$ cat src/spq_pkg.sv
// Shared types and constants for the sorted priority queue.
// Used by spq_seq and sorted_priority_queue; depends on nothing.
`default_nettype none

package spq_pkg;

    localparam int NUMBER_W = 17;
    localparam int PRIO_W   = 3;
    localparam int TIME_W   = 8;
    localparam int COUNT_W  = 5;

    localparam logic OP_PUSH = 1'b0;
    localparam logic OP_POP  = 1'b1;

    typedef enum logic [1:0] {
        STATUS_OK    = 2'd0,
        STATUS_FULL  = 2'd1,
        STATUS_EMPTY = 2'd2
    } t_status;

    typedef enum logic [2:0] {
        ST_IDLE,
        ST_READ,
        ST_CMP,
        ST_FRONT,
        ST_INSERT,
        ST_DONE
    } t_state;

    typedef struct packed {
        logic [TIME_W-1:0]   req_time;
        logic [PRIO_W-1:0]   priority_lvl;
        logic [NUMBER_W-1:0] number;
    } t_entry;

    localparam int ENTRY_W = $bits(t_entry);

    typedef struct packed {
        t_status              status;
        logic [COUNT_W-1:0]   count;
        logic                 empty;
        t_entry               front;
    } t_result;

endpackage

`default_nettype wire

$ cat src/spq_ram.sv
// Generic single-write, single-read RAM with a registered read port.
// Stand-alone; no package dependency.
`default_nettype none

module spq_ram #(
    parameter int WIDTH = 28,
    parameter int DEPTH = 16
) (
    input  wire logic                     i_clk,
    input  wire logic                     i_we,
    input  wire logic [$clog2(DEPTH)-1:0] i_waddr,
    input  wire logic [WIDTH-1:0]         i_wdata,
    input  wire logic [$clog2(DEPTH)-1:0] i_raddr,
    output logic      [WIDTH-1:0]         o_rdata
);

    logic [WIDTH-1:0] r_mem [DEPTH];

    always_ff @(posedge i_clk) begin
        if (i_we) begin
            r_mem[i_waddr] <= i_wdata;
        end
        o_rdata <= r_mem[i_raddr];
    end

endmodule

`default_nettype wire

$ cat src/spq_seq.sv
// Sequencer of the sorted priority queue: entry store, count, front copy
// and the one-entry-at-a-time shift/compare loop. Uses spq_pkg and spq_ram.
`default_nettype none

module spq_seq #(
    parameter int QUEUE_DEPTH = 16
) (
    input  wire logic                           i_clk,
    input  wire logic                           i_rst_n,
    input  wire logic                           i_valid,
    output logic                                o_ready,
    input  wire logic                           i_op,
    input  wire spq_pkg::t_entry                i_entry,
    output logic                                o_res_valid,
    input  wire logic                           i_res_ready,
    output spq_pkg::t_result                    o_result
);

    localparam int AW = $clog2(QUEUE_DEPTH);
    localparam int CW = $clog2(QUEUE_DEPTH + 1);

    spq_pkg::t_state  r_state, n_state;
    logic [CW-1:0]    r_count, n_count;
    logic [AW-1:0]    r_idx, n_idx;
    logic             r_op, n_op;
    spq_pkg::t_status r_status, n_status;
    spq_pkg::t_entry  r_front, n_front;
    spq_pkg::t_entry  r_new, n_new;

    logic                      ram_we;
    logic [AW-1:0]             ram_waddr;
    logic [spq_pkg::ENTRY_W-1:0] ram_wdata;
    logic [spq_pkg::ENTRY_W-1:0] ram_rdata;
    spq_pkg::t_entry           rd_entry;
    logic [CW+4:0]             cnt_wide;

    spq_ram #(
        .WIDTH (spq_pkg::ENTRY_W),
        .DEPTH (QUEUE_DEPTH)
    ) u_ram (
        .i_clk   (i_clk),
        .i_we    (ram_we),
        .i_waddr (ram_waddr),
        .i_wdata (ram_wdata),
        .i_raddr (r_idx),
        .o_rdata (ram_rdata)
    );

    assign rd_entry = spq_pkg::t_entry'(ram_rdata);
    assign cnt_wide = {{5{1'b0}}, r_count};

    always_ff @(posedge i_clk) begin
        if (!i_rst_n) begin
            r_state <= spq_pkg::ST_IDLE;
            r_count <= '0;
        end else begin
            r_state <= n_state;
            r_count <= n_count;
        end
    end

    always_ff @(posedge i_clk) begin
        r_idx    <= n_idx;
        r_op     <= n_op;
        r_status <= n_status;
        r_front  <= n_front;
        r_new    <= n_new;
    end

    always_comb begin
        n_state   = r_state;
        n_count   = r_count;
        n_idx     = r_idx;
        n_op      = r_op;
        n_status  = r_status;
        n_front   = r_front;
        n_new     = r_new;
        ram_we    = 1'b0;
        ram_waddr = r_idx;
        ram_wdata = rd_entry;
        o_ready   = 1'b0;
        o_res_valid = 1'b0;

        case (r_state)
            spq_pkg::ST_IDLE: begin
                o_ready = 1'b1;
                if (i_valid) begin
                    n_op     = i_op;
                    n_new    = i_entry;
                    n_status = spq_pkg::STATUS_OK;
                    if (i_op == spq_pkg::OP_PUSH) begin
                        if (r_count == CW'(QUEUE_DEPTH)) begin
                            n_status = spq_pkg::STATUS_FULL;
                            n_state  = spq_pkg::ST_DONE;
                        end else if (r_count >= CW'(2)) begin
                            // Walk down from the back, moving entries up one slot.
                            n_idx   = AW'(r_count - 1'b1);
                            n_state = spq_pkg::ST_READ;
                        end else begin
                            n_state = spq_pkg::ST_FRONT;
                        end
                    end else begin
                        if (r_count == '0) begin
                            n_status = spq_pkg::STATUS_EMPTY;
                            n_state  = spq_pkg::ST_DONE;
                        end else if (r_count >= CW'(2)) begin
                            n_idx   = AW'(1);
                            n_state = spq_pkg::ST_READ;
                        end else begin
                            n_count = '0;
                            n_state = spq_pkg::ST_DONE;
                        end
                    end
                end
            end

            spq_pkg::ST_READ: begin
                n_state = spq_pkg::ST_CMP;
            end

            spq_pkg::ST_CMP: begin
                if (r_op == spq_pkg::OP_PUSH) begin
                    // The list stays sorted, so the first smaller priority from
                    // the back marks the insertion slot just above it.
                    if (rd_entry.priority_lvl >= r_new.priority_lvl) begin
                        ram_we    = 1'b1;
                        ram_waddr = r_idx + 1'b1;
                        if (r_idx == AW'(1)) begin
                            n_state = spq_pkg::ST_FRONT;
                        end else begin
                            n_idx   = r_idx - 1'b1;
                            n_state = spq_pkg::ST_READ;
                        end
                    end else begin
                        n_idx   = r_idx + 1'b1;
                        n_state = spq_pkg::ST_INSERT;
                    end
                end else begin
                    ram_we    = 1'b1;
                    ram_waddr = r_idx - 1'b1;
                    if (r_idx == AW'(1)) begin
                        n_front = rd_entry;
                    end
                    if (CW'(r_idx) == r_count - 1'b1) begin
                        n_count = r_count - 1'b1;
                        n_state = spq_pkg::ST_DONE;
                    end else begin
                        n_idx   = r_idx + 1'b1;
                        n_state = spq_pkg::ST_READ;
                    end
                end
            end

            spq_pkg::ST_FRONT: begin
                // Slot one is free here. The front entry is passed only when
                // its priority is strictly greater than the new one.
                n_state = spq_pkg::ST_INSERT;
                if (r_count == '0) begin
                    n_idx = '0;
                end else if (r_front.priority_lvl <= r_new.priority_lvl) begin
                    n_idx = AW'(1);
                end else begin
                    ram_we    = 1'b1;
                    ram_waddr = AW'(1);
                    ram_wdata = r_front;
                    n_idx     = '0;
                end
            end

            spq_pkg::ST_INSERT: begin
                ram_we    = 1'b1;
                ram_waddr = r_idx;
                ram_wdata = r_new;
                if (r_idx == '0) begin
                    n_front = r_new;
                end
                n_count = r_count + 1'b1;
                n_state = spq_pkg::ST_DONE;
            end

            spq_pkg::ST_DONE: begin
                o_res_valid = 1'b1;
                if (i_res_ready) begin
                    n_state = spq_pkg::ST_IDLE;
                end
            end

            default: begin
                n_state = spq_pkg::ST_IDLE;
            end
        endcase
    end

    always_comb begin
        o_result.status = r_status;
        o_result.count  = cnt_wide[4:0];
        o_result.empty  = (r_count == '0);
        o_result.front  = (r_count == '0) ? '0 : r_front;
    end

`ifndef SYNTHESIS
    a_count_bound: assert property (@(posedge i_clk) disable iff (!i_rst_n)
        r_count <= CW'(QUEUE_DEPTH))
        else $error("entry count above queue depth");

    a_full_status: assert property (@(posedge i_clk) disable iff (!i_rst_n)
        (o_res_valid && r_status == spq_pkg::STATUS_FULL) |-> r_count == CW'(QUEUE_DEPTH))
        else $error("push dropped while queue not full");

    a_empty_status: assert property (@(posedge i_clk) disable iff (!i_rst_n)
        (o_res_valid && r_status == spq_pkg::STATUS_EMPTY) |-> r_count == '0)
        else $error("empty pop reported while entries are stored");

    a_write_range: assert property (@(posedge i_clk) disable iff (!i_rst_n)
        ram_we |-> CW'(ram_waddr) <= r_count)
        else $error("entry write beyond the stored range");

    a_busy_after_accept: assert property (@(posedge i_clk) disable iff (!i_rst_n)
        (i_valid && o_ready) |=> r_state != spq_pkg::ST_IDLE)
        else $error("sequencer idle right after taking a beat");
`endif

endmodule

`default_nettype wire

$ cat src/sorted_priority_queue.sv
// Sorted priority queue: keeps up to QUEUE_DEPTH requests in ascending priority
// order in one RAM and answers every push or pop with one result beat (front
// request, count, status). One item is handled at a time. The work is done by a
// single RAM port pair that moves one entry at a time (read, then write back
// one slot over). A pop moves every entry behind the front one slot forward; a
// push moves entries from the second one onward one slot back to open the
// insertion slot. The result sits in an output register, so the next beat is
// accepted while a result still waits to be taken. Equal priorities go behind
// an equal front request but ahead of equal requests further back.
// Depends on spq_pkg and spq_seq.
`default_nettype none

module sorted_priority_queue #(
    parameter int QUEUE_DEPTH = 16
) (
    input  wire logic        i_clk,
    input  wire logic        i_rst_n,
    input  wire logic        i_s_tvalid,
    output logic             o_s_tready,
    // [16:0] request_number, [19:17] request_priority, [27:20] request_time
    input  wire logic [31:0] i_s_tdata,
    // [0] op
    input  wire logic        i_s_tuser,
    output logic             o_m_tvalid,
    input  wire logic        i_m_tready,
    // [16:0] front_number, [19:17] front_priority, [27:20] front_time,
    // [28] queue_empty, [33:29] entry_count
    output logic      [39:0] o_m_tdata,
    // [1:0] status
    output logic      [1:0]  o_m_tuser
);

    spq_pkg::t_entry  in_entry;
    spq_pkg::t_result seq_result;
    spq_pkg::t_result r_out;
    logic             seq_res_valid;
    logic             res_ready;
    logic             r_out_valid;

    assign in_entry.number       = i_s_tdata[16:0];
    assign in_entry.priority_lvl = i_s_tdata[19:17];
    assign in_entry.req_time     = i_s_tdata[27:20];

    spq_seq #(
        .QUEUE_DEPTH (QUEUE_DEPTH)
    ) u_seq (
        .i_clk       (i_clk),
        .i_rst_n     (i_rst_n),
        .i_valid     (i_s_tvalid),
        .o_ready     (o_s_tready),
        .i_op        (i_s_tuser),
        .i_entry     (in_entry),
        .o_res_valid (seq_res_valid),
        .i_res_ready (res_ready),
        .o_result    (seq_result)
    );

    // The output register takes a new result when it is empty or draining.
    assign res_ready = !r_out_valid || i_m_tready;

    always_ff @(posedge i_clk) begin
        if (!i_rst_n) begin
            r_out_valid <= 1'b0;
        end else if (res_ready) begin
            r_out_valid <= seq_res_valid;
        end
    end

    always_ff @(posedge i_clk) begin
        if (res_ready && seq_res_valid) begin
            r_out <= seq_result;
        end
    end

    assign o_m_tvalid = r_out_valid;
    assign o_m_tdata  = {6'b0, r_out.count, r_out.empty, r_out.front.req_time,
                         r_out.front.priority_lvl, r_out.front.number};
    assign o_m_tuser  = r_out.status;

endmodule

`default_nettype wire
$ cat config.mk
export PLATFORM = sky130hd
export DESIGN_NAME = sorted_priority_queue
export DESIGN_NICKNAME = d
export VERILOG_FILES = /design/src/spq_pkg.sv /design/src/spq_ram.sv /design/src/spq_seq.sv /design/src/sorted_priority_queue.sv
export SDC_FILE = /design/constraint.sdc
export NUM_CORES = 1
export LEC_CHECK = 0
export BUFFER_PORTS_ARGS = -buffer_cell sky130_fd_sc_hd__buf_2
export CORE_MARGIN = 4
export CORE_UTILIZATION = 39
export DETAILED_ROUTE_END_ITERATION = 16
export HOLD_SLACK_MARGIN = 0.06
export MAX_ROUTING_LAYER = met4
export PLACE_DENSITY = 0.6
export SYNTH_ARGS = -nofsm -noshare
export SYNTH_HDL_FRONTEND = slang
export SYNTH_HIERARCHICAL = 1
export SYNTH_SLANG_ARGS = --single-unit
$ cat constraint.sdc
create_clock -name i_clk -period 6.2 [get_ports i_clk]
set_input_delay 0 -clock i_clk [delete_from_list [all_inputs] [get_ports i_clk]]
set_output_delay 0 -clock i_clk [all_outputs]
set_load 0.01 [all_outputs]
# Yosys cells after proc, flatten, opt, wreduce, memory -nomap -nowiden
# Memory sizes are Yosys's and may differ from the RTL's. A register that Yosys moved wholly into a read port is not among the register bits.
# Index checks and enable logic that the tools add are counted.
[totals]
ff_bits = 108
mem_bits_rw = 448
input_bits = 37
word_cells = 118
memories = 1
[op_classes]
n_addsub = 4
order_cmp = 3
n_eq_ne = 22
mux = 56
reduce_logical = 14
[memory_table]
columns = ["name", "depth", "width", "read_ports", "rd_clocked_by_memory_dff", "write_ports", "line", "text"]
rows = [
  ["u_seq.u_ram.r_mem", 16, 28, 1, 1, 1, "spq_ram.sv:17", "logic [WIDTH-1:0] r_mem [DEPTH];"],
]
[op_table]
columns = ["operator", "n"]
rows = [
  ["28-bit 2-to-1 mux", 5],
  ["28-bit one-hot mux with 2 select lines", 2],
  ["4-bit 2-to-1 mux", 15],
  ["5-bit 2-to-1 mux", 6],
  ["3-bit 2-to-1 mux", 9],
  ["3-bit one-hot mux with 6 select lines", 1],
  ["5-bit one-hot mux with 3 select lines", 1],
  ["7-bit AND reduction", 2],
  ["4-bit one-hot mux with 3 select lines", 1],
  ["1-bit 2-to-1 mux", 10],
  ["2-bit by 1-bit != test with 1-bit output (second input constant)", 5],
  ["2-bit != test (second input constant)", 5],
  ["3-bit != test (second input constant)", 3],
  ["2-bit 2-to-1 mux", 4],
  ["4-bit one-hot mux with 2 select lines", 1],
  ["3-bit by 2-bit equality test with 1-bit output (second input constant)", 2],
  ["3-bit equality test (second input constant)", 2],
  ["3-bit nonzero test", 2],
  ["5-bit by 1-bit adder with 5-bit output (second input constant)", 1],
  ["4-bit by 5-bit equality test with 1-bit output", 1],
  ["5-bit equality test (second input constant)", 1],
  ["5-bit by 2-bit >= comparator with 1-bit output (second input constant)", 1],
  ["5-bit zero test", 1],
  ["5-bit by 1-bit subtractor with 5-bit output (second input constant)", 1],
  ["other kinds (16)", 17],
]

# Depth between registers and ports, before layout
[logic_depth]
ltp_word = 6
mapped_depth = 10

# Modules after synthesis
# Netlist, hierarchy kept.
[by_module_without_submodules]
columns = ["mod", "n_inst", "cells_each", "area_each_um2", "seq_area_each_um2"]
rows = [
  ["spq_ram", 1, 735, 17533.1, 14013.4],
  ["spq_seq", 1, 460, 4135.2, 2052.0],
  ["sorted_priority_queue", 1, 48, 1187.4, 1101.1],
]

# Worst setup path after synthesis
# Ideal clock, no wire load.
[synth_timing]
path_kind = "register to register"
start = "register u_seq/r_new[17] (netlist bit)"
end = "memory u_seq.u_ram.r_mem[0][0] (enable)"
setup_ns = 0.448
arrival_time_ns = 4.158
t_required_ns = 5.752
setup_slack_ns = 1.594
path_stages_with_launch = 10
path_buffers = 0
synth_period_minus_slack_ns = 4.606
cell_sequence = "edfxtp_1 > ha_1 > nand2b_1 > a21o_1 > a21oi_1 > o21ai_0 > nand3_1 > o311ai_0 > or3b_2 > nor3_1"
[synth_rtl]
columns = ["item", "line", "text"]
rows = [
  ["start, declared", "spq_seq.sv:28", "spq_pkg::t_entry r_new, n_new;"],
  ["start signal, assigned", "spq_seq.sv:67", "r_new <= n_new;"],
  ["3-bit <= comparator or 3-bit >= comparator (tied branches)", "spq_seq.sv:160, spq_seq.sv:125", ""],
  ["4-bit 2-to-1 mux (on tied branches)", "spq_seq.sv:160, spq_seq.sv:125", ""],
  ["4-bit 2-to-1 mux (on tied branches)", "spq_seq.sv:158, spq_seq.sv:122", ""],
  ["4-bit one-hot mux with 2 select lines (*)", "spq_seq.sv:84", "case (r_state)"],
  ["named net u_seq.ram_waddr[2]", "spq_seq.sv:31", "logic [AW-1:0] ram_waddr;"],
  ["end, declared", "spq_ram.sv:17", ""],
]
# The timed path passes the listed nets; every way through them passes the cells marked *.

==> flow_summary.toml <==
[run_status]
status = "complete, no violations"

[synth]
synth_xor_area_share_pct = 0.422
synth_most_common_cell = "edfxtp_1"
yosys-top-cells-area = "edfxtp_1, mux4_2, dfxtp_1"
synthMuxAreaShare_pct = 11.4
synth_edf_count = 547
synthDistinctLibCells = 58
synth_top_family_by_area = "multiplexers"
synth_fa_ha_area_share_pct = 0.712
synth-compound-area-share_pct = 4.32
netlist_instances = 1243
ys_seq_area_share_pct = 75.1
synthFlopType = "edfxtp_1"
yosys.area.top_type_share_pct = 71.9
ys_ff_latch = 584
netlist_area_um2 = 22900
synth.top_cells.by_count = "edfxtp_1, nand2_1, mux4_2"
synth_top_area_cell = "edfxtp_1"
synth-simple-area-share_pct = 5.80
syn_avg_cell_area_um2 = 18.4
ys_warn_count = 6
synthArstFlopShare_pct = 0

[die]
die_w_um = 250
die_h_um = 250
fp-row-count = 88
start_util_pct = 39.5
coreArea_um2 = 57800
io_pins = 81
die_area_um2 = 62500

[cells_and_area]
insertedDiodeCount = 0
multi_input_area_um2 = 5330
synthToLayoutAreaGrowth_pct = 15.5
fill_cells = 4941
nNetsFinal = 1426
seqCellArea_um2 = 17200
final_layout_size_suffix_gt1_share_pct = 22.3

[clock_network]
post_cts_buffers = 0
cts_root_buf = "clkbuf_16"
cts_resized = 0
clk_latency_ns = 0.62
clk_pin_slew_ns = 0.06
cts_num_sinks = 584
cts_buffer_depth = 3
numCtsBuffers = 59
tritoncts = "done"
htreeDepth = 2

[power_and_ir_drop]
clkPwrFrac_pct = 28.6
p_comb_share_pct = 24.1
powerDensity_nw_per_um2 = 462
ir_drop_uv = 232
power_switching_share_pct = 30.5
pwr-share-seq_pct = 47.3
p_sw_mw = 3.72
finalPower_mw = 12.2
cellLeakagePower_nw = 8.83
internal_power_mw = 8.48

[drt]
drt-wirelength-per-cell_um = 23.6
routed_wl_mm = 51.7
viasPerCell = 5.41
ant_nets = 0
drtPass1Iterations = 7
drc = 0
drt-initial-drc-count = 975
dr_total_vias = 11858

[sta]
fin_skew_ns = 0.0217
slew_violations = 0
totalNegativeSetupSlack_ns = 0
max_slew.worst_pin.slew_ns = 1.24
rsz0062_at_grt = "no"
finalSetupViolations = 0
fmax_mhz = 221
max_slew_margin_pct = 17.3
hold_viol = 0
min_period_over_period_pct = 73.1
fin_crit_ns = 4.53

[critical_path]
worstPathArrival_ns = 4.83
endpoint_kind = "register"
reg2reg_slack_ns = 1.67
cp_max_fo = 32
worstPathRequired_ns = 6.50
cp-start-kind = "register"
crit_type = "register to register"

[grt]
grt_max_degree = 65
grt_pass1_vias = 11960
overflow = 0
grt.total_usage_pct = 16.7
antenna_found_initial = 0
grt_first_pass_wirelength_mm = 76.5

[placement]
dp_hpwl_mm = 28.5
gp_congestion = 0.801
io_buffers = 70

[worst_hold_path]
hold_class = "primary input to register"

[flow_run]
maxCapViolations = 0
-- worst paths after layout --
check / cells past startpoint / end / startpoint
max: 11 / u_seq/u_ram/r_mem[11][14]$_DFFE_PP_ / u_seq/r_count[0]$_SDFFE_PN0P_
min: 2 / u_seq/r_new[3]$_DFFE_PP_ / i_s_tdata[3]
max reg2reg: 11 / u_seq/u_ram/r_mem[11][14]$_DFFE_PP_ / u_seq/r_count[0]$_SDFFE_PN0P_
min reg2reg: 0 / o_m_tuser[0]$_DFFE_PP_ / u_seq/r_status[0]$_SDFFCE_PP0P_
-- power by group through the flow --
stage	Clock (mW)	Combinational, mW	Sequential (mW)
2_1_floorplan	0	1.97	5.77
3_3_place_gp	0	2.84	5.84
3_5_place_dp	0	2.95	5.85
4_1_cts	3.58	2.98	5.77
5_1_grt	3.73	3.23	5.82
6_report	3.49	2.93	5.77
-- state kept, by name, summed over array words and instances, names as in the netlist --
register,flops
u_seq/r_op,1
u_seq/r_idx,4
u_seq/r_status,2
u_seq/u_ram/r_mem,448
u_seq/r_new,28
u_seq/r_state,3
u_seq/r_front,28
u_seq/u_ram/o_rdata,28
o_m_tdata,34
u_seq/r_count,5
o_m_tuser,2
o_m_tvalid,1
-- cell usage in the layout, fill, tap and decap left out, types with 8 or more instances in the layout --
cell type,n
a21oi_1,14
a22oi_1,58
buf_2,70
buf_4,31
clkbuf_1,11
clkbuf_16,59
clkinv_1,10
clkinv_2,15
dfxtp_1,37
dlygate4sd3_1,39
edfxtp_1,547
ha_1,13
inv_1,14
mux4_1,18
mux4_2,94
nand2_1,120
nand2b_1,8
nand3_1,13
nor2_1,65
nor2_4,14
nor2b_1,30
o21ai_0,15
o22ai_1,29
-- metrics by stage --
stage               util [%]  cells  setup WS, ns  hold WS [ns]  cell area, um2
floorplan                  -   1248          1.59        0.0989           22900
global placement        41.7   2041          1.80         0.176           24100
detailed placement      41.7   2041          1.68         0.179           24100
CTS                     45.7   2191          1.64        0.0601           26400
global route            45.7   2191          1.47        0.0849           26400
finish                  45.7   2191          1.67        0.0937           26400
-- critical path: stages (launching register included) --
cell      delay, ns
dfxtp_1        0.40
inv_1          0.17
ha_1           0.20
or3b_2         0.51
nor2_4         0.13
buf_4          0.46
a2111o_1       0.17
nand3_1        0.07
o21ai_0        0.43
nand2_1        0.47
nor2_4         0.84
buf_4          0.36
-- cell type report --
class | count | area share [%]
Clock inverter | 39 | 1.37
Clock buffer | 72 | 5.86
Sequential cell | 584 | 65.1
Timing Repair Buffer | 140 | 3.69
Tap cell | 765 | 3.63
Inverter | 14 | 0.199
Multi-Input combinational cell | 577 | 20.2
-- metal layers --
| layer | global-route usage [%] | wire, um | part of all wire [%] | up-vias |
|---|---|---|---|---|
| met3 | 2.71 | 3090 | 6.0 | 91 |
| met5 | - | 0 | 0 | - |
| met4 | 5.07 | 1340 | 2.6 | 0 |
| li1 | - | - | - | 5221 |
| met2 | 25.5 | 24100 | 47 | 362 |
| met1 | 23.4 | 23200 | 45 | 6184 |
-- cells by family (layout without fill, tap and decap cells) --
logic type | after synthesis | after routing
buf+inv | 87 | 265
compound gates | 143 | 143
simple gates | 291 | 291
fa+ha+maj | 13 | 13
other cells | 1 | 6
xor+xnor | 11 | 11
mux | 113 | 113
flops | 584 | 584
-- repair_timing --
| action | 4_1_cts | 5_1_grt |
|---|---|---|
| setup endpoints to repair | 0 | 0 |
| endpoints found under the hold margin | 48 | 0 |
| hold buffers | 39 | 0 |
Note: power is estimated with default switching activity, not from simulation.
